[config.mk]
export PLATFORM = sky130hd
export DESIGN_NAME = jets_front
export DESIGN_NICKNAME = d
export VERILOG_FILES = /design/src/hw/rtl/jets_pkg.sv /design/src/hw/rtl/jets_front.sv
export SDC_FILE = /design/constraint.sdc
export NUM_CORES = 2
export LEC_CHECK = 0
export BUFFER_PORTS_ARGS = -buffer_cell sky130_fd_sc_hd__buf_2
export CAP_MARGIN = 5
export CORE_ASPECT_RATIO = 2
export CORE_MARGIN = 3
export CORE_UTILIZATION = 44
export DETAILED_ROUTE_END_ITERATION = 10
export PLACE_DENSITY = 0.72
export SKIP_LAST_GASP = 1
export SLEW_MARGIN = 20
export SYNTH_ARGS = -nofsm -noshare
export SYNTH_HDL_FRONTEND = slang
export SYNTH_SLANG_ARGS = --single-unit
[constraint.sdc]
create_clock -name clk -period 15.7 [get_ports clk]
set_clock_uncertainty 0.1 [all_clocks]
set_input_delay 3.14 -clock clk [delete_from_list [all_inputs] [get_ports clk]]
set_output_delay 3.14 -clock clk [all_outputs]
set_load 0.05 [all_outputs]
[src/hw/rtl/jets_pkg.sv]
// ----------------------------------------------------------------------------
// jets_pkg: shared types and constants of the julia escape-time pixel unit
// Fixed-point formats, saturation helper, colour mix table, channel structs.
// ----------------------------------------------------------------------------
package jets_pkg;

	// field widths
	localparam int COORD_W    = 12;
	localparam int CFG_W      = 32;
	localparam int ITER_W     = 10;
	localparam int NCOL_W     = 11;
	localparam int CADDR_W    = 3;
	localparam int COLOR_W    = 8;
	localparam int IN_TDATA_W  = 24;
	localparam int OUT_TDATA_W = 64;

	// arithmetic
	localparam int INDEX_BITS   = 12;
	localparam int ESCAPE_LIMIT = 100;
	localparam int FRAC_W = 28;
	localparam int Q_W    = 44;
	localparam int SUM_W  = 46;
	localparam int PROD_W = COORD_W + 1 + CFG_W;
	localparam int MAG_W  = Q_W - 1;
	localparam int LO_W   = (MAG_W + 1) / 2;
	localparam int HI_W   = MAG_W - LO_W;
	localparam int FULL_W = 2 * MAG_W;

	localparam logic [COORD_W-1:0] IDX_MASK = COORD_W'((longint'(1) << INDEX_BITS) - 1);

	localparam logic signed [Q_W-1:0]   Q_MAX   = {1'b0, {(Q_W-1){1'b1}}};
	localparam logic signed [Q_W-1:0]   Q_MIN   = -Q_MAX;
	localparam logic signed [SUM_W-1:0] SUM_MAX = SUM_W'(Q_MAX);
	localparam logic signed [SUM_W-1:0] SUM_MIN = -SUM_MAX;
	localparam logic signed [Q_W-1:0]   LIMIT_Q = Q_W'(longint'(ESCAPE_LIMIT) << FRAC_W);

	// divide by three for values below 1024
	localparam int DIV3_MUL = 683;
	localparam int DIV3_SH  = 11;
	localparam int DIV3_W   = 2 * ITER_W;

	// input queue
	localparam int FQ_DEPTH = 4;
	localparam int FQ_AW    = $clog2(FQ_DEPTH);

	// colour mixes, bit 2 red, bit 1 green, bit 0 blue; set picks 255-dim
	localparam logic [2:0] MIX_TABLE [8] = '{
		3'b000, 3'b100, 3'b010, 3'b001, 3'b110, 3'b011, 3'b101, 3'b111
	};

	typedef enum logic [CADDR_W-1:0] {
		REG_C_REAL, REG_C_IMAG, REG_X_ORIGIN, REG_Y_ORIGIN,
		REG_STEP_X, REG_STEP_Y, REG_MAX_ITER, REG_NUM_COLORS
	} cfg_reg_t;

	typedef enum logic [1:0] {PR_XX, PR_YY, PR_XY} prod_tag_t;

	typedef struct packed {
		logic [CFG_W-1:0]  c_real;
		logic [CFG_W-1:0]  c_imag;
		logic [CFG_W-1:0]  x_origin;
		logic [CFG_W-1:0]  y_origin;
		logic [CFG_W-1:0]  step_x;
		logic [CFG_W-1:0]  step_y;
		logic [ITER_W-1:0] max_iter;
		logic [NCOL_W-1:0] num_colors;
	} cfg_t;

	typedef struct packed {
		logic [COORD_W-1:0] col;
		logic [COORD_W-1:0] row;
		logic [Q_W-1:0]     x;
		logic [Q_W-1:0]     y;
	} q_entry_t;

	typedef struct packed {
		logic            valid;
		prod_tag_t       tag;
		logic [Q_W-1:0]  a;
		logic [Q_W-1:0]  b;
	} mul_req_t;

	typedef struct packed {
		logic            valid;
		prod_tag_t       tag;
		logic [Q_W-1:0]  p;
	} mul_rsp_t;

	typedef struct packed {
		logic [COORD_W-1:0] col;
		logic [COORD_W-1:0] row;
		logic [ITER_W-1:0]  k;
	} px_res_t;

	function automatic logic signed [Q_W-1:0] sat_q(input logic signed [SUM_W-1:0] v);
		if (v > SUM_MAX) begin
			return Q_MAX;
		end else if (v < SUM_MIN) begin
			return Q_MIN;
		end else begin
			return v[Q_W-1:0];
		end
	endfunction

endpackage

[src/hw/rtl/jets_front.sv]
// ----------------------------------------------------------------------------
// jets_front: start point of a pixel
// Multiplies the indices by the steps, then adds the origins with saturation.
// ----------------------------------------------------------------------------
module jets_front import jets_pkg::*; (
	input  logic               clk,
	input  logic               arst_n,
	input  cfg_t               cfg,
	input  logic               in_valid,
	output logic               in_ready,
	input  logic [COORD_W-1:0] in_col,
	input  logic [COORD_W-1:0] in_row,
	input  logic               q_full,
	output logic               q_push,
	output q_entry_t           q_data
);

	logic signed [COORD_W:0]   col_sx, row_sx;
	logic signed [PROD_W-1:0]  px_c, py_c;
	logic signed [PROD_W-1:0]  px_s1, py_s1;
	logic [COORD_W-1:0]        col_s1, row_s1;
	logic                      v_s1;

	assign col_sx = {1'b0, in_col & IDX_MASK};
	assign row_sx = {1'b0, in_row & IDX_MASK};
	assign px_c   = PROD_W'(col_sx) * PROD_W'($signed(cfg.step_x));
	assign py_c   = PROD_W'(row_sx) * PROD_W'($signed(cfg.step_y));

	assign in_ready = !v_s1 || !q_full;
	assign q_push   = v_s1 && !q_full;

	assign q_data.col = col_s1;
	assign q_data.row = row_s1;
	assign q_data.x   = sat_q(SUM_W'(px_s1) + SUM_W'($signed(cfg.x_origin)));
	assign q_data.y   = sat_q(SUM_W'(py_s1) + SUM_W'($signed(cfg.y_origin)));

	always_ff @(posedge clk or negedge arst_n) begin
		if (!arst_n) begin
			v_s1 <= 1'b0;
		end else if (in_ready) begin
			v_s1 <= in_valid;
		end
	end

	always_ff @(posedge clk) begin
		if (in_valid && in_ready) begin
			px_s1  <= px_c;
			py_s1  <= py_c;
			col_s1 <= in_col;
			row_s1 <= in_row;
		end
	end

endmodule

==> results.toml <==
[global_route]
grt_max_degree = 66
overflow = 0
grt_pass1_wl_mm = 173
track_usage_pct = 25.4
grt_pass1_vias = 34200
antenna_found_initial = 19

[min_path]
hp-start = "v_s1"
worstHoldPathCells = 2
whs_endpoint = "v_s1"
holdCritPathClass = "flop to flop"

[logic_synthesis]
netlist_instances = 4303
ys_types = 86
yosysWarnings = 0
synth.top_cell.area_share_pct = 36.8
synthArstFlopShare_pct = 0.870
ys_ff_latch = 115
synth_area_um2 = 36900
synth_ff_type = "edfxtp_1"
synth-seq-area-share_pct = 9.35
yosys.area.top_type = "fa_1"
syn_nets = 5510
ys_top_cells_by_area = "fa_1, ha_1, inv_1"
synth_edf_count = 114
postSynthAreaPerCell_um2 = 8.57

[critical_path]
end_kind = "primary output"
timing.rr.end = "px_s1[31]"
startpoint_type = "input pin"
path_class = "input pin to primary output"
r2r_cells = 3
crit_required_ps = 12460
worstPathArrival_ps = 7770
r2r_setup_slack_ps = 13120
worst-path-max-fanout = 43
rr_startpoint = "v_s1"

[clock_network]
htreeDepth = 4
cts_root_buf = "clkbuf_16"
cts_buffer_depth = 2
cts-buffers-inserted = 17
cts_tree = "done"
post-cts-setup-buffers = 0
hold_buffers = 0
clock_sinks = 115
clk-insertion-delay-late_ps = 480
cts_resized = 0
path_clk_slew_ps = 60

[detailed_routing]
drt_iter0_markers = 1597
dr.pass1.iters = 5
wl_per_cell_um = 19.7
via_per_inst = 5.56
drcViolationCount = 0
drt_wl_total_mm = 108
num_vias = 30500
drtAntennaViolNets = 0

[final_layout]
fillers = 8046
layout_commonest_cell = "inv_1"
register_area_um2 = 3450
area_growth_pct = 7.00
layout_common_cells = "inv_1, fa_1, nand2_1"
drive_gt1_share_pct = 7.86
multi_input_area_um2 = 29200
layout.nets = 5611

[sta]
min_period_ps = 11010
whs_ps = 434
slew_headroom_pct = 28.6
slew_violations = 0
setup_viol = 0
rsz0062_at_grt = "false"
worst_pin_slew_ps = 1050
fmax_ghz = 0.0908
finalCritPeriodShare_pct = 70.2
hold_violations = 0
fin_tns_setup_ps = 0

[floorplan]
die_w_um = 211
die_h_um = 415
io_pins = 355
num_rows = 149
start_util_pct = 44.5
coreArea_um2 = 82800
die-area_um2 = 87500

[placed_design]
dpl.hpwl_mm = 89.0
io_buffers = 269
gp_congestion = 0.957

[status]
status = "finished clean"

[job]
cap_viol_max_count = 0
## synthesized netlist by cell type (all sizes together) (26+ instances only)
master,number
inv,916
fa,678
nand2,608
and2,366
ha,288
clkbuf,184
a21oi,150
o21ai,138
edfxtp,114
nor2,107
xnor2,97
a21o,92
nand3,61
xor2,48
nor3,40
nand4,35
o21a,34
a211oi,32
o21bai,32
a31oi,26
## how the worst max path moves through the flow
| stage | startpoint | to | slack [ps] |
|---|---|---|---|
| after floorplan | cfg[103] | q_data[0] | 3910 |
| after global placement | cfg[117] | q_data[79] | 4550 |
| after detailed placement | cfg[117] | q_data[79] | 4500 |
| after CTS | cfg[117] | q_data[79] | 4490 |
| after global routing | cfg[99] | q_data[6] | 4420 |
| final | cfg[101] | q_data[6] | 4690 |
## critical path: stages
cell	delay, ps
buf_2	110
ha_1	420
nand2_1	200
or4_1	550
a211oi_1	540
o31ai_1	170
a2111o_1	490
a21boi_2	300
or3_1	150
nor3b_1	240
o221ai_2	130
buf_4	250
o31ai_1	660
buf_2	390
## kinds of logic (layout without fill, tap and decap cells)
family	count (synthesis)	after routing	share of synthesized area [%]
buf+inv	1112	1226	11.6
other cells	0	14	0
fa+ha+maj	966	966	46.6
flops	115	115	9.35
mux	3	3	0.0815
compound gates	624	624	11.2
simple gates	1338	1338	17.7
xor+xnor	145	145	3.44
## stage by stage
stage               std cells  worst slack, ps  util, %  instance area [um2]
floorplan                4303             3910        -                36900
global placement         5442             4550     46.9                38800
detailed placement       5442             4500     46.9                38800
CTS                      5474             4490     47.6                39400
global route             5478             4420     47.6                39400
finish                   5488             4690     47.7                39400
## metal layers
layer / global-route usage, % / vias to the layer above / wire [um]
met5: 0 / - / 82
met4: 18.8 / 8 / 9530
met3: 4.12 / 526 / 5320
met2: 50.4 / 1068 / 60600
met1: 22.0 / 15300 / 32800
li1: - / 13600 / -
## flip-flops by register name, indices dropped and copies added, names as in the netlist
signal,cells
px_s1,45
py_s1,45
v_s1,1
col_s1,12
row_s1,12
## cell type report
cell class | instances | area share, %
Timing Repair Buffer | 278 | 3.58
Multi-Input combinational cell | 3076 | 73.9
Antenna cell | 14 | 0.0888
Clock buffer | 17 | 1.08
Inverter | 916 | 8.72
Clock inverter | 15 | 0.495
Sequential cell | 115 | 8.74
Tap cell | 1057 | 3.35
Power is left out: the tool's default activity adds up to more than one toggle a clock period on the data nets, which glitch-free logic cannot reach.
