--- src/hw/rtl/jets_pkg.sv ---
// ----------------------------------------------------------------------------
// jets_pkg: shared types and constants of the julia escape-time pixel unit
// Fixed-point formats, saturation helper, colour mix table, channel structs.
// ----------------------------------------------------------------------------
package jets_pkg;

	// field widths
	localparam int COORD_W    = 12;
	localparam int CFG_W      = 32;
	localparam int ITER_W     = 10;
	localparam int NCOL_W     = 11;
	localparam int CADDR_W    = 3;
	localparam int COLOR_W    = 8;
	localparam int IN_TDATA_W  = 24;
	localparam int OUT_TDATA_W = 64;

	// arithmetic
	localparam int INDEX_BITS   = 12;
	localparam int ESCAPE_LIMIT = 100;
	localparam int FRAC_W = 28;
	localparam int Q_W    = 44;
	localparam int SUM_W  = 46;
	localparam int PROD_W = COORD_W + 1 + CFG_W;
	localparam int MAG_W  = Q_W - 1;
	localparam int LO_W   = (MAG_W + 1) / 2;
	localparam int HI_W   = MAG_W - LO_W;
	localparam int FULL_W = 2 * MAG_W;

	localparam logic [COORD_W-1:0] IDX_MASK = COORD_W'((longint'(1) << INDEX_BITS) - 1);

	localparam logic signed [Q_W-1:0]   Q_MAX   = {1'b0, {(Q_W-1){1'b1}}};
	localparam logic signed [Q_W-1:0]   Q_MIN   = -Q_MAX;
	localparam logic signed [SUM_W-1:0] SUM_MAX = SUM_W'(Q_MAX);
	localparam logic signed [SUM_W-1:0] SUM_MIN = -SUM_MAX;
	localparam logic signed [Q_W-1:0]   LIMIT_Q = Q_W'(longint'(ESCAPE_LIMIT) << FRAC_W);

	// divide by three for values below 1024
	localparam int DIV3_MUL = 683;
	localparam int DIV3_SH  = 11;
	localparam int DIV3_W   = 2 * ITER_W;

	// input queue
	localparam int FQ_DEPTH = 4;
	localparam int FQ_AW    = $clog2(FQ_DEPTH);

	// colour mixes, bit 2 red, bit 1 green, bit 0 blue; set picks 255-dim
	localparam logic [2:0] MIX_TABLE [8] = '{
		3'b000, 3'b100, 3'b010, 3'b001, 3'b110, 3'b011, 3'b101, 3'b111
	};

	typedef enum logic [CADDR_W-1:0] {
		REG_C_REAL, REG_C_IMAG, REG_X_ORIGIN, REG_Y_ORIGIN,
		REG_STEP_X, REG_STEP_Y, REG_MAX_ITER, REG_NUM_COLORS
	} cfg_reg_t;

	typedef enum logic [1:0] {PR_XX, PR_YY, PR_XY} prod_tag_t;

	typedef struct packed {
		logic [CFG_W-1:0]  c_real;
		logic [CFG_W-1:0]  c_imag;
		logic [CFG_W-1:0]  x_origin;
		logic [CFG_W-1:0]  y_origin;
		logic [CFG_W-1:0]  step_x;
		logic [CFG_W-1:0]  step_y;
		logic [ITER_W-1:0] max_iter;
		logic [NCOL_W-1:0] num_colors;
	} cfg_t;

	typedef struct packed {
		logic [COORD_W-1:0] col;
		logic [COORD_W-1:0] row;
		logic [Q_W-1:0]     x;
		logic [Q_W-1:0]     y;
	} q_entry_t;

	typedef struct packed {
		logic            valid;
		prod_tag_t       tag;
		logic [Q_W-1:0]  a;
		logic [Q_W-1:0]  b;
	} mul_req_t;

	typedef struct packed {
		logic            valid;
		prod_tag_t       tag;
		logic [Q_W-1:0]  p;
	} mul_rsp_t;

	typedef struct packed {
		logic [COORD_W-1:0] col;
		logic [COORD_W-1:0] row;
		logic [ITER_W-1:0]  k;
	} px_res_t;

	function automatic logic signed [Q_W-1:0] sat_q(input logic signed [SUM_W-1:0] v);
		if (v > SUM_MAX) begin
			return Q_MAX;
		end else if (v < SUM_MIN) begin
			return Q_MIN;
		end else begin
			return v[Q_W-1:0];
		end
	endfunction

endpackage

--- src/hw/rtl/jets_fifo.sv ---
// ----------------------------------------------------------------------------
// jets_fifo: short queue between front and iteration engine
// Show-ahead register queue of start points.
// ----------------------------------------------------------------------------
module jets_fifo import jets_pkg::*; (
	input  logic     clk,
	input  logic     arst_n,
	input  logic     push,
	input  q_entry_t push_data,
	output logic     full,
	input  logic     pop,
	output q_entry_t pop_data,
	output logic     empty
);

	q_entry_t           mem [FQ_DEPTH];
	logic [FQ_AW-1:0]   wr_q, rd_q;
	logic [FQ_AW:0]     cnt_q;
	logic               do_push, do_pop;

	assign full     = (cnt_q == (FQ_AW+1)'(FQ_DEPTH));
	assign empty    = (cnt_q == '0);
	assign do_push  = push && !full;
	assign do_pop   = pop && !empty;
	assign pop_data = mem[rd_q];

	always_ff @(posedge clk or negedge arst_n) begin
		if (!arst_n) begin
			wr_q  <= '0;
			rd_q  <= '0;
			cnt_q <= '0;
		end else begin
			if (do_push) begin
				wr_q <= wr_q + 1'b1;
			end
			if (do_pop) begin
				rd_q <= rd_q + 1'b1;
			end
			if (do_push && !do_pop) begin
				cnt_q <= cnt_q + 1'b1;
			end else if (do_pop && !do_push) begin
				cnt_q <= cnt_q - 1'b1;
			end
		end
	end

	always_ff @(posedge clk) begin
		if (do_push) begin
			mem[wr_q] <= push_data;
		end
	end

`ifndef SYNTHESIS
	a_cnt_bound: assert property (@(posedge clk) disable iff (!arst_n)
		cnt_q <= (FQ_AW+1)'(FQ_DEPTH))
		else $error("queue fill count beyond depth");
`endif

endmodule

--- config.mk ---
export PLATFORM = sky130hd
export DESIGN_NAME = jets_fifo
export DESIGN_NICKNAME = d
export VERILOG_FILES = /design/src/hw/rtl/jets_pkg.sv /design/src/hw/rtl/jets_fifo.sv
export SDC_FILE = /design/constraint.sdc
export NUM_CORES = 1
export LEC_CHECK = 0
export BUFFER_PORTS_ARGS = -buffer_cell sky130_fd_sc_hd__buf_2
export CELL_PAD_IN_SITES_DETAIL_PLACEMENT = 0
export CELL_PAD_IN_SITES_GLOBAL_PLACEMENT = 1
export CORE_ASPECT_RATIO = 0.75
export CORE_MARGIN = 2
export CORE_UTILIZATION = 30
export DETAILED_ROUTE_END_ITERATION = 12
export PLACE_DENSITY = 0.61
export SLEW_MARGIN = 20
export SYNTH_ARGS = -nofsm -noshare
export SYNTH_HDL_FRONTEND = slang
export SYNTH_SLANG_ARGS = --single-unit
--- constraint.sdc ---
create_clock -name clk -period 8.3 [get_ports clk]
set_input_delay 1.66 -clock clk [delete_from_list [all_inputs] [get_ports clk]]
set_output_delay 1.66 -clock clk [all_outputs]
set_load 0.02 [all_outputs]
==> impl_metrics.ini <==
[drt]
wirelength_um = 33200
avgRoutedWirePerCell_um = 20.3
first_iter_violations = 482
dr.pass1.iters = 4
vias = 7296
drcViolationCount = 0
ant_nets = 0
via_per_inst = 4.46

[logic_synthesis]
synth-main-ff-cell = edfxtp_1
synth_warnings = 0
syn_nets = 744
synth-edff-count = 448
synth.distinct_cells = 22
synth.cell_area_um2 = 16600
yosysSeqAreaShare_pct = 82.3
synthCells = 622
synth_area_per_cell_um2 = 26.6
async_flop_share_pct = 1.54
ys_seq_elements = 455

[setup_path]
critical_path.max_fanout = 44
reg2reg_slack_ns = 5.08
r2r_start = cnt_q[2]$_DFFE_PN0P_
end_kind = primary output
reg2reg_to = mem[2][88]$_DFFE_PP_
path_class = reg -> out
crit_path_start = rd_q[1]$_DFFE_PN0P_
rr_worst_depth = 4
critical_path.endpoint = pop_data[87]
crit_arrival_ns = 3.38
crit_path_start_kind = register
required_ns = 6.64

[timing]
tightest_slew_ns = 1.03
skew_ns = 0.0131
fin_crit_ns = 5.04
hold_violations = 0
finalMaxSlewViolations = 0
timing.fmax_mhz = 198
maxSlewHeadroom_pct = 31.4
finalSetupTns_ns = 0
whs_ns = 0.477
finalSetupViolations = 0
rsz0062_at_grt = false
post-route-period-util_pct = 60.7

[worst_hold_path]
min_delay_path_depth = 1
worstHoldPathType = reg -> reg

[clocking]
cts_tree = built
clock_path_buffers = 3
clock_latency_ns = 0.55
postCtsSetupBuffers = 0
clk_root_buffer_cell = clkbuf_16
path_clk_slew_ns = 0.06
cts_buffers = 45
cts-hold-fix-buffers = 0
clock-sinks = 455
cts_htree_levels = 2
post_cts_resized = 0

[global_routing]
grt_pass1_vias = 7881
overflow = 0
grt_pass1_wl_um = 49700
grt_max_degree = 75
antenna_found_initial = 6
grt_usage_pct = 11.6

[finish]
layout_common_cells = 448 x edfxtp_1, 229 x buf_2, 112 x mux4_2
drive_gt1_share_pct = 45.8
final_common_cell = edfxtp_1
final_nets = 1002
final_area_um2 = 19900
syn_to_final_growth_pct = 20.3

[floorplan]
die-area_um2 = 57100
io_pins = 230
die_h_um = 208
core_um2 = 54500
row_count = 74
start_util_pct = 30.4
fp.dieW_um = 275

[place]
io_buffers = 229
finalWeightedCongestion = 0.673
dp_hpwl_um = 19000
postPlaceCellArea_um2 = 18500

[run]
drv_cap = 0

[pwr]
p_total_mw = 7.40
power_density_nw_per_um2 = 371
max-vdd-ir-drop_uv = 217
leakage_nw = 6.65

[status]
outcome = completed
## report_power, final
part | internal, mW | total (mW) | switching (mW) | leakage, nW
clock | 1.11 | 1.92 | 0.813 | 0.669
sequential | 3.04 | 3.25 | 0.210 | 4.18
combinational | 0.900 | 2.23 | 1.33 | 1.80
total | 5.05 | 7.40 | 2.35 | 6.65
## critical path: stages, from the launching register on
cell,delay (ns)
dfrtp_4,0.95
buf_4,0.61
buf_4,0.58
mux4_2,0.42
buf_2,0.18
## registers in the layout, summed over array words and instances, names as in the netlist
signal  cells
wr_q        2
mem       448
cnt_q       3
rd_q        2
## how the worst min path moves through the flow
stage                           endpoint  slack [ns]                 start
CTS                 cnt_q[2]$_DFFE_PN0P_        0.48  cnt_q[2]$_DFFE_PN0P_
floorplan           cnt_q[2]$_DFFE_PN0P_        0.45  cnt_q[2]$_DFFE_PN0P_
finish              cnt_q[2]$_DFFE_PN0P_        0.48  cnt_q[2]$_DFFE_PN0P_
global placement    cnt_q[2]$_DFFE_PN0P_        0.46  cnt_q[2]$_DFFE_PN0P_
detailed placement  cnt_q[2]$_DFFE_PN0P_        0.47  cnt_q[2]$_DFFE_PN0P_
global route        cnt_q[2]$_DFFE_PN0P_        0.49  cnt_q[2]$_DFFE_PN0P_
## Yosys cell counts (2+ instances only)
library cell / count / area (um2)
edfxtp_1: 448 / 13500
xnor2_1: 4 / 35.0
buf_2: 14 / 70.1
clkbuf_1: 3 / 11.3
xor2_1: 2 / 17.5
buf_6: 8 / 90.1
and2_1: 4 / 25.0
inv_1: 4 / 15.0
dfrtp_1: 7 / 175
mux4_2: 112 / 2520
ha_1: 5 / 62.6
## per-stage QoR
step,util [%],worst slack [ns],cells
3_5_place_dp,34.0,3.74,1554
5_1_grt,36.5,3.07,1633
6_report,36.6,3.26,1636
4_1_cts,36.5,3.13,1632
2_1_floorplan,-,3.29,622
3_3_place_gp,34.0,3.77,1554
## final cells by class
type,count,area (um2)
sequential,455,13600
multi-input combinational,136,2750
fill,4980,34600
clock buffer,56,1200
inverter,4,15.0
clock inverter,22,176
timing repair buffer,238,1250
antenna,3,7.51
tap,722,903
## per-layer routing
metal / GRT usage [%] / share of wire [%] / up-vias
met5: 0 / 0.17 / -
met4: 3.22 / 1.9 / 8
met3: 3.96 / 7.4 / 59
met2: 17.5 / 45 / 170
met1: 16.0 / 45 / 3859
li1: - / - / 3200
## cells by family after synthesis
| family | share of synthesized area (%) |
|---|---|
| mux | 15.4 |
| simple gates | 0.378 |
| fa+ha+maj | 0.498 |
| xor+xnor | 0.317 |
| buf+inv | 1.19 |
| flops | 82.3 |
(Power assumes the default switching activity.)
