`src/hw/rtl/jets_pkg.sv`:
```
// ----------------------------------------------------------------------------
// jets_pkg: shared types and constants of the julia escape-time pixel unit
// Fixed-point formats, saturation helper, colour mix table, channel structs.
// ----------------------------------------------------------------------------
package jets_pkg;

	// field widths
	localparam int COORD_W    = 12;
	localparam int CFG_W      = 32;
	localparam int ITER_W     = 10;
	localparam int NCOL_W     = 11;
	localparam int CADDR_W    = 3;
	localparam int COLOR_W    = 8;
	localparam int IN_TDATA_W  = 24;
	localparam int OUT_TDATA_W = 64;

	// arithmetic
	localparam int INDEX_BITS   = 12;
	localparam int ESCAPE_LIMIT = 100;
	localparam int FRAC_W = 28;
	localparam int Q_W    = 44;
	localparam int SUM_W  = 46;
	localparam int PROD_W = COORD_W + 1 + CFG_W;
	localparam int MAG_W  = Q_W - 1;
	localparam int LO_W   = (MAG_W + 1) / 2;
	localparam int HI_W   = MAG_W - LO_W;
	localparam int FULL_W = 2 * MAG_W;

	localparam logic [COORD_W-1:0] IDX_MASK = COORD_W'((longint'(1) << INDEX_BITS) - 1);

	localparam logic signed [Q_W-1:0]   Q_MAX   = {1'b0, {(Q_W-1){1'b1}}};
	localparam logic signed [Q_W-1:0]   Q_MIN   = -Q_MAX;
	localparam logic signed [SUM_W-1:0] SUM_MAX = SUM_W'(Q_MAX);
	localparam logic signed [SUM_W-1:0] SUM_MIN = -SUM_MAX;
	localparam logic signed [Q_W-1:0]   LIMIT_Q = Q_W'(longint'(ESCAPE_LIMIT) << FRAC_W);

	// divide by three for values below 1024
	localparam int DIV3_MUL = 683;
	localparam int DIV3_SH  = 11;
	localparam int DIV3_W   = 2 * ITER_W;

	// input queue
	localparam int FQ_DEPTH = 4;
	localparam int FQ_AW    = $clog2(FQ_DEPTH);

	// colour mixes, bit 2 red, bit 1 green, bit 0 blue; set picks 255-dim
	localparam logic [2:0] MIX_TABLE [8] = '{
		3'b000, 3'b100, 3'b010, 3'b001, 3'b110, 3'b011, 3'b101, 3'b111
	};

	typedef enum logic [CADDR_W-1:0] {
		REG_C_REAL, REG_C_IMAG, REG_X_ORIGIN, REG_Y_ORIGIN,
		REG_STEP_X, REG_STEP_Y, REG_MAX_ITER, REG_NUM_COLORS
	} cfg_reg_t;

	typedef enum logic [1:0] {PR_XX, PR_YY, PR_XY} prod_tag_t;

	typedef struct packed {
		logic [CFG_W-1:0]  c_real;
		logic [CFG_W-1:0]  c_imag;
		logic [CFG_W-1:0]  x_origin;
		logic [CFG_W-1:0]  y_origin;
		logic [CFG_W-1:0]  step_x;
		logic [CFG_W-1:0]  step_y;
		logic [ITER_W-1:0] max_iter;
		logic [NCOL_W-1:0] num_colors;
	} cfg_t;

	typedef struct packed {
		logic [COORD_W-1:0] col;
		logic [COORD_W-1:0] row;
		logic [Q_W-1:0]     x;
		logic [Q_W-1:0]     y;
	} q_entry_t;

	typedef struct packed {
		logic            valid;
		prod_tag_t       tag;
		logic [Q_W-1:0]  a;
		logic [Q_W-1:0]  b;
	} mul_req_t;

	typedef struct packed {
		logic            valid;
		prod_tag_t       tag;
		logic [Q_W-1:0]  p;
	} mul_rsp_t;

	typedef struct packed {
		logic [COORD_W-1:0] col;
		logic [COORD_W-1:0] row;
		logic [ITER_W-1:0]  k;
	} px_res_t;

	function automatic logic signed [Q_W-1:0] sat_q(input logic signed [SUM_W-1:0] v);
		if (v > SUM_MAX) begin
			return Q_MAX;
		end else if (v < SUM_MIN) begin
			return Q_MIN;
		end else begin
			return v[Q_W-1:0];
		end
	endfunction

endpackage

```
`src/hw/rtl/jets_color.sv`:
```
// ----------------------------------------------------------------------------
// jets_color: colour mapping and result register
// Reduces the count modulo a nonzero num_colors one bit per cycle, then picks
// the colour mix; holds the packed result until the transfer.
// ----------------------------------------------------------------------------
module jets_color import jets_pkg::*; (
	input  logic                   clk,
	input  logic                   arst_n,
	input  cfg_t                   cfg,
	input  logic                   in_valid,
	output logic                   in_ready,
	input  px_res_t                in_res,
	output logic                   out_valid,
	input  logic                   out_ready,
	output logic [OUT_TDATA_W-1:0] out_data
);

	typedef enum logic [1:0] {CL_IDLE, CL_DIV, CL_MAP, CL_HOLD} cl_state_t;

	cl_state_t           state_q;
	px_res_t             item_q;
	logic [ITER_W-1:0]   rem_q, rem_nx, kr_q;
	logic [3:0]          bit_q;
	logic [ITER_W:0]     trial_c;
	logic [DIV3_W-1:0]   prod_c;
	logic [COLOR_W:0]    dim9_c;
	logic [COLOR_W-1:0]  dim_q, lo_c, hi_c, red_c, green_c, blue_c;
	logic [2:0]          sel_q, mix_c;
	logic                out_valid_q;
	logic [OUT_TDATA_W-1:0] out_data_q;

	assign in_ready = (state_q == CL_IDLE);

	assign trial_c = {rem_q, item_q.k[bit_q]};
	assign rem_nx  = (trial_c >= cfg.num_colors) ? ITER_W'(trial_c - cfg.num_colors)
		: trial_c[ITER_W-1:0];

	assign prod_c = DIV3_W'(kr_q) * DIV3_W'(DIV3_MUL);
	assign dim9_c = prod_c[DIV3_SH+COLOR_W:DIV3_SH];

	assign lo_c    = dim_q;
	assign hi_c    = 8'hFF - dim_q;
	assign mix_c   = MIX_TABLE[sel_q];
	assign red_c   = mix_c[2] ? hi_c : lo_c;
	assign green_c = mix_c[1] ? hi_c : lo_c;
	assign blue_c  = mix_c[0] ? hi_c : lo_c;

	assign out_valid = out_valid_q;
	assign out_data  = out_data_q;

	always_ff @(posedge clk or negedge arst_n) begin
		if (!arst_n) begin
			state_q     <= CL_IDLE;
			out_valid_q <= 1'b0;
			out_data_q  <= '0;
			item_q      <= '0;
			rem_q       <= '0;
			kr_q        <= '0;
			bit_q       <= '0;
			dim_q       <= '0;
			sel_q       <= '0;
		end else begin
			// in the hold state the result register is reloaded instead
			if (out_valid_q && out_ready && state_q != CL_HOLD) begin
				out_valid_q <= 1'b0;
			end
			case (state_q)
				CL_IDLE: begin
					if (in_valid) begin
						item_q <= in_res;
						rem_q  <= '0;
						bit_q  <= 4'(ITER_W - 1);
						kr_q   <= in_res.k;
						state_q <= (cfg.num_colors == '0) ? CL_MAP : CL_DIV;
					end
				end
				CL_DIV: begin
					rem_q <= rem_nx;
					if (bit_q == '0) begin
						kr_q    <= rem_nx;
						state_q <= CL_MAP;
					end else begin
						bit_q <= bit_q - 1'b1;
					end
				end
				CL_MAP: begin
					dim_q   <= (dim9_c > 9'd255) ? 8'hFF : dim9_c[COLOR_W-1:0];
					sel_q   <= kr_q[2:0];
					state_q <= CL_HOLD;
				end
				CL_HOLD: begin
					if (!out_valid_q || out_ready) begin
						out_data_q  <= OUT_TDATA_W'({blue_c, green_c, red_c,
							item_q.k, item_q.row, item_q.col});
						out_valid_q <= 1'b1;
						state_q     <= CL_IDLE;
					end
				end
				default: state_q <= CL_IDLE;
			endcase
		end
	end

`ifndef SYNTHESIS
	a_load_from_hold: assert property (@(posedge clk) disable iff (!arst_n)
		$rose(out_valid_q) |-> $past(state_q) == CL_HOLD)
		else $error("result register loaded outside the hold state");
`endif

endmodule

```
`config.mk`:
```
export PLATFORM = sky130hd
export DESIGN_NAME = jets_color
export DESIGN_NICKNAME = d
export VERILOG_FILES = /design/src/hw/rtl/jets_pkg.sv /design/src/hw/rtl/jets_color.sv
export SDC_FILE = /design/constraint.sdc
export NUM_CORES = 1
export LEC_CHECK = 0
export BUFFER_PORTS_ARGS = -buffer_cell sky130_fd_sc_hd__buf_2
export CORE_UTILIZATION = 53
export CTS_CLUSTER_SIZE = 8
export DETAILED_ROUTE_END_ITERATION = 12
export PLACE_DENSITY = 0.95
export SYNTH_ARGS = -nofsm -noshare
export SYNTH_HDL_FRONTEND = slang
export SYNTH_SLANG_ARGS = --single-unit
```
`constraint.sdc`:
```
create_clock -name clk -period 6.08 [get_ports clk]
set_input_delay 0.912 -clock clk [delete_from_list [all_inputs] [get_ports clk]]
set_output_delay 0.912 -clock clk [all_outputs]
set_load 0.01 [all_outputs]
```
==> results of run 1 <==
## stage by stage
step	utilization [%]	setup slack [ns]	cells	hold slack [ns]
5_1_grt	62.9	0.875	1003	0.493
4_1_cts	62.9	1.26	1003	0.479
3_3_place_gp	58.8	1.48	971	0.459
3_5_place_dp	58.8	1.39	971	0.465
6_report	62.9	1.20	1004	0.473
2_1_floorplan	-	1.92	704	0.454
## sequential cells by signal (all words and copies together) (netlist names)
name and flops:
rem_q 10, out_valid 1, dim_q 8, bit_q 4, kr_q 10, state_q 2, item_q 34, out_data 58
sel_q 3
## layer usage
metal / GRT usage (%) / part of all wire (%)
met1: 33.1 / 39
met2: 43.8 / 49
met3: 9.13 / 9.2
met4: 9.64 / 3.0
met5: 0 / 0
## layout make-up
class,instances,area [µm²]
timing repair buffer,112,573
multi-input combinational,481,4210
sequential,130,3250
antenna,1,2.50
fill,1035,5370
inverter,64,240
clock inverter,11,129
clock buffer,21,470
tap,184,230
## cells in the final DEF, fill, tap and decap left out, drive strengths merged, types with 3 or more instances in the layout
cell type / n
dfrtp: 130
buf: 112
ha: 76
mux2: 73
inv: 65
o21ai: 64
nand2: 56
xnor2: 35
fa: 23
clkbuf: 21
a21oi: 18
nand3: 10
a21o: 10
nor2: 10
xor2: 9
mux2i: 9
a31oi: 7
and3: 7
a22oi: 7
o211ai: 7
conb: 6
o21a: 5
nor3: 5
clkinvlp: 5
nand2b: 4
nor2b: 4
a211oi: 3
o21bai: 3
nand4: 3
and4: 3
o2111ai: 3
clkinv: 3
## worst reg2reg max path: stages, from the launching register on
cell and delay [ns]:
dfrtp_1 0.54, ha_1 0.32, ha_1 0.31, fa_1 0.50, fa_1 0.51, inv_1 0.06
fa_1 0.51, inv_1 0.06, ha_1 0.36, a211oi_1 0.38, nand3_1 0.15, o21ai_2 0.20
o211ai_1 0.14, xnor2_1 0.42, o21ai_0 0.18, o21ai_0 0.14
## worst paths after layout
| path | startpoint | end | slack, ns | depth (start not counted) |
|---|---|---|---|---|
| max | kr_q[7] | dim_q[4] | 1.20 | 15 |
| min | out_data[35] | out_data[35] | 0.47 | 2 |
| max reg2reg | kr_q[7] | dim_q[4] | 1.20 | 15 |
| min reg2reg | out_data[35] | out_data[35] | 0.47 | 2 |
| max in group asynchronous | arst_n | out_data[8] | 4.11 | 2 |
| min in group asynchronous | arst_n | out_data[34] | 0.54 | 1 |
## cell usage after synthesis, types with 4 or more instances
master	count
a21o_1	10
a21oi_1	18
a22oi_1	7
a31oi_1	7
and3_1	7
buf_2	4
buf_4	6
clkbuf_1	18
dfrtp_1	130
fa_1	23
ha_1	76
inv_1	64
mux2_2	73
mux2i_1	9
nand2_1	55
nand2b_1	4
nand3_1	10
nor2_1	10
nor3_1	5
o211ai_1	6
o21a_1	5
o21ai_0	47
o21ai_1	15
xnor2_1	33
xor2_1	9
## cell families (layout without fill, tap and decap cells)
logic type / after synthesis / after routing / share of synthesized area (%)
flops: 130 / 130 / 41.5
other cells: 1 / 7 / 0.0479
xor+xnor: 44 / 44 / 5.11
mux: 84 / 84 / 12.2
compound gates: 141 / 141 / 11.6
fa+ha+maj: 100 / 100 / 18.2
buf+inv: 93 / 208 / 4.95
simple gates: 106 / 106 / 6.41
==> results.sh, run 1 <==
export IMPL_antenna_found_initial=1
export IMPL_hold_viol_final=0
export IMPL_nets=1156
export IMPL_synthTopCellsByArea="dfrtp_1 42%, ha_1 12%, mux2_2 10%"
export IMPL_synth_edf_count=0
export IMPL_yosysUniqueCellTypes=58
export IMPL_fin_crit_sh_pct=80.2
export IMPL_grt_pass1_wl_mm=30.5
export IMPL_path_class="flip-flop to flip-flop"
export IMPL_yosysWarningCount=0
export IMPL_tightestPinTransition_ns=0.923
export IMPL_gr_total_overflow=0
export IMPL_setup_tns_ns=0
export IMPL_dr_total_vias=5954
export IMPL_port_buffer_count=108
export IMPL_cts_made_buffers=17
export IMPL_areaGrowthSynthToFinish_pct=16.3
export IMPL_postCtsHoldBufs=0
export IMPL_synth_top_cell_by_area="dfrtp_1"
export IMPL_synth_top_area_share_pct=41.5
export IMPL_core_um2=14500
export IMPL_fin_area_um2=9110
export IMPL_clock_latency_ns=0.42
export IMPL_cpMaxStageDelayCell="dfrtp_1"
export IMPL_pin_count=317
export IMPL_clkSinkCount=130
export IMPL_ant_nets=0
export IMPL_maxCapViolCount=0
export IMPL_drt_iter0_markers=625
export IMPL_htree_levels=4
export IMPL_dieArea_um2=15300
export IMPL_rsz0062_at_grt="false"
export IMPL_cts_tree="done"
export IMPL_clock_skew_ns=0.0111
export IMPL_cts_max_path_buffers=2
export IMPL_hold_class="flip-flop to flip-flop"
export IMPL_layout_min_cycle_time_ns=4.88
export IMPL_place_congestion=0.897
export IMPL_root_buffer="clkbuf_16"
export IMPL_slew_viol_final=0
export IMPL_wirelength_mm=19.5
export IMPL_crit_family="adder cells"
export IMPL_ys_ff_latch=130
export IMPL_cp_max_fo=5
export IMPL_route_detailed_wl_per_inst_um=19.4
export IMPL_avgSynthCellArea_um2=11.2
export IMPL_grt_max_degree=74
export IMPL_slowest_delay_ns=0.54
export IMPL_drc=0
export IMPL_viasPerCell=5.93
export IMPL_finalSetupViolations=0
export IMPL_hpwl_mm=13.8
export IMPL_synthCells=699
export IMPL_relSlewSlack_pct=38.5
export IMPL_startpoint_type="flip-flop"
export IMPL_syn_area_um2=7830
export IMPL_drtPass1Iterations=6
export IMPL_ys_flop_type="dfrtp_1"
export IMPL_crit_buf_inv=2
export IMPL_cts_resized=0
export IMPL_yosysSeqAreaShare_pct=41.5
export IMPL_track_usage_pct=26.9
export IMPL_drive_above_1_share_pct=28.3
export IMPL_arrival_ns=5.20
export IMPL_core_rowCount=44
export IMPL_grt_pass1_vias=6041
export IMPL_die_height_um=124
export IMPL_path_clk_slew_ns=0.06
export IMPL_placed_cell_area_um2=8510
export IMPL_endpoint_kind="flip-flop"
export IMPL_worstPathCellList="ha_1 -> ha_1 -> fa_1 -> fa_1 -> inv_1 -> fa_1 -> inv_1 -> ha_1 -> a211oi_1 -> nand3_1 -> o21ai_2 -> o211ai_1 -> xnor2_1 -> o21ai_0 -> o21ai_0"
export IMPL_status="finished, final reports clean"
export IMPL_async_flop_share_pct=100
export IMPL_post_cts_setup_buffer_count=0
export IMPL_die_x_um=124
export IMPL_required_ns=6.40
export IMPL_initial_utilization_pct=54.1
export IMPL_clock_fmax_mhz=205
Power of run 1 is not shown: default switching activity piles up to over one toggle a cycle in this logic, so the estimate is an artifact.
==> inputs of run 2 (changes only) <==
- CORE_UTILIZATION: 53 -> 45
- PLACE_DENSITY: 0.95 -> 0.9
- clock period: 6.08 -> 4.3 ns (I/O delays scaled with it)
==> results.sh, run 2 (same netlist as run 1, synthesis figures left out) <==
export IMPL_drt_iter0_markers=558
export IMPL_dr_total_vias=6078
export IMPL_clock_latency_ns=0.43
export IMPL_nets=1193
export IMPL_grt_pass1_wl_mm=30.6
export IMPL_final_common_cell="dfrtp_1"
export IMPL_core_um2=16800
export IMPL_areaGrowthSynthToFinish_pct=25.5
export IMPL_crit_family="adder cells"
export IMPL_rsz0062_at_grt="true"
export IMPL_placedCellCount=1038
export IMPL_cpMaxStageDelayCell="fa_1"
export IMPL_hpwl_mm=13.1
export IMPL_endpoint_kind="flip-flop"
export IMPL_port_buffer_count=108
export IMPL_root_buffer="clkbuf_16"
export IMPL_pin_count=317
export IMPL_wirelength_mm=20.1
export IMPL_finalSetupViolations=3
export IMPL_drtPass1Iterations=7
export IMPL_cts_tree="done"
export IMPL_cts_max_path_buffers=2
export IMPL_initial_utilization_pct=46.7
export IMPL_drive_above_1_share_pct=37.3
export IMPL_grt_pass1_vias=6173
export IMPL_required_ns=4.64
export IMPL_grt_max_degree=67
export IMPL_hold_class="input pin to asynchronous set/reset pin"
export IMPL_violations="setup timing"
export IMPL_status="complete, but fails checks"
export IMPL_htree_levels=4
export IMPL_fin_ws_ns=-0.0267
export IMPL_maxCapViolCount=0
export IMPL_route_detailed_wl_per_inst_um=18.7
export IMPL_final_cell_mix="127 x dfrtp_1, 107 x buf_2, 73 x mux2_2"
export IMPL_viasPerCell=5.65
export IMPL_reg2reg_slack_ns=-0.03
export IMPL_cp_max_fo=5
export IMPL_layout_min_cycle_time_ns=4.33
export IMPL_ant_nets=0
export IMPL_nFillCells=1258
export IMPL_slew_viol_final=0
export IMPL_startpoint_type="flip-flop"
export IMPL_worstPathCellList="buf_6 -> ha_4 -> ha_4 -> fa_1 -> fa_1 -> inv_2 -> fa_1 -> inv_1 -> ha_4 -> a21oi_4 -> nand3_2 -> o21ai_4 -> o211ai_1 -> xnor2_2 -> buf_4 -> inv_2 -> a31oi_1"
export IMPL_drc=0
export IMPL_place_congestion=0.905
export IMPL_largest_reg_flops=58
export IMPL_path_clk_slew_ns=0.06
export IMPL_layout_cells_non_filler=1076
export IMPL_clock_fmax_mhz=231
export IMPL_n_antenna_cell=0
export IMPL_tightestPinTransition_ns=1.01
export IMPL_gr_total_overflow=0
export IMPL_core_rowCount=47
export IMPL_die_x_um=134
export IMPL_relSlewSlack_pct=32.7
export IMPL_reg2reg_depth=17
export IMPL_track_usage_pct=22.0
export IMPL_die_height_um=134
export IMPL_cts_made_buffers=17
export IMPL_crit_cells=17
export IMPL_fin_crit_sh_pct=101
export IMPL_antenna_found_initial=0
export IMPL_postCtsHoldBufs=0
export IMPL_hold_viol_final=0
export IMPL_path_class="flip-flop to flip-flop"
export IMPL_dieArea_um2=17900
export IMPL_crit_buf_inv=5
export IMPL_slowest_delay_ns=0.57
export IMPL_clock_skew_ns=0.00786
export IMPL_clkSinkCount=130
export IMPL_arrival_ns=4.67
[run 2: cell types whose count changed in the layout (fill, tap and decap cells not counted), moves of 5 or more]
cell / before / now
inv_2: 0 / 6
inv_1: 64 / 58
ha_2: 0 / 5
buf_4: 5 / 40
o21ai_0: 47 / 40
o21ai_1: 15 / 20
ha_4: 0 / 21
ha_1: 76 / 50
[run 2: through the flow]
stage               setup TNS, ns  instance area (µm²)  worst slack, ns  utilization, %  hold WS (ns)
finish                    -0.0552                 9830          -0.0267            58.6         0.297
global placement           -0.949                 8800           -0.183            52.5         0.457
CTS                             0                 9560         0.000772            57.0         0.338
global route                -1.12                 9830           -0.193            58.6         0.378
floorplan                       0                 7850            0.144               -         0.349
detailed placement          -2.02                 8800           -0.310            52.5         0.470
[run 2: cell type report]
| type | instances | area [µm²] | area share, % |
|---|---|---|---|
| clock inverters | 15 | 175 | 1.78 |
| flip-flops and latches | 130 | 3260 | 33.1 |
| multi-input cells | 481 | 4590 | 46.7 |
| repair buffers | 149 | 867 | 8.82 |
| clock buffers | 17 | 425 | 4.33 |
| well taps | 220 | 275 | 2.80 |
| inverters | 64 | 240 | 2.44 |
[run 2: layer usage]
layer	up-vias	GRT usage [%]	routed length, µm
li1	2736	-	-
met1	2951	25.8	7750
met2	307	36.7	10100
met3	84	5.67	1450
met4	0	12.5	860
met5	-	0	0
[run 2: worst paths after layout]
path / endpoint / start
setup / recovery: dim_q[1] / kr_q[2]
hold / removal: out_data[54] / arst_n
setup reg to reg: dim_q[1] / kr_q[2]
hold reg to reg: out_data[55] / out_data[55]
max in group asynchronous: kr_q[3] / arst_n
min in group clk: item_q[11] / in_res[11]
[run 2: timing repair]
action                                  CTS  global route
pin swaps                                12            34
setup buffers                             3             3
resized for setup                        23            40
endpoints found under the setup margin    8             8
Power of run 2 is left out for the same reason.
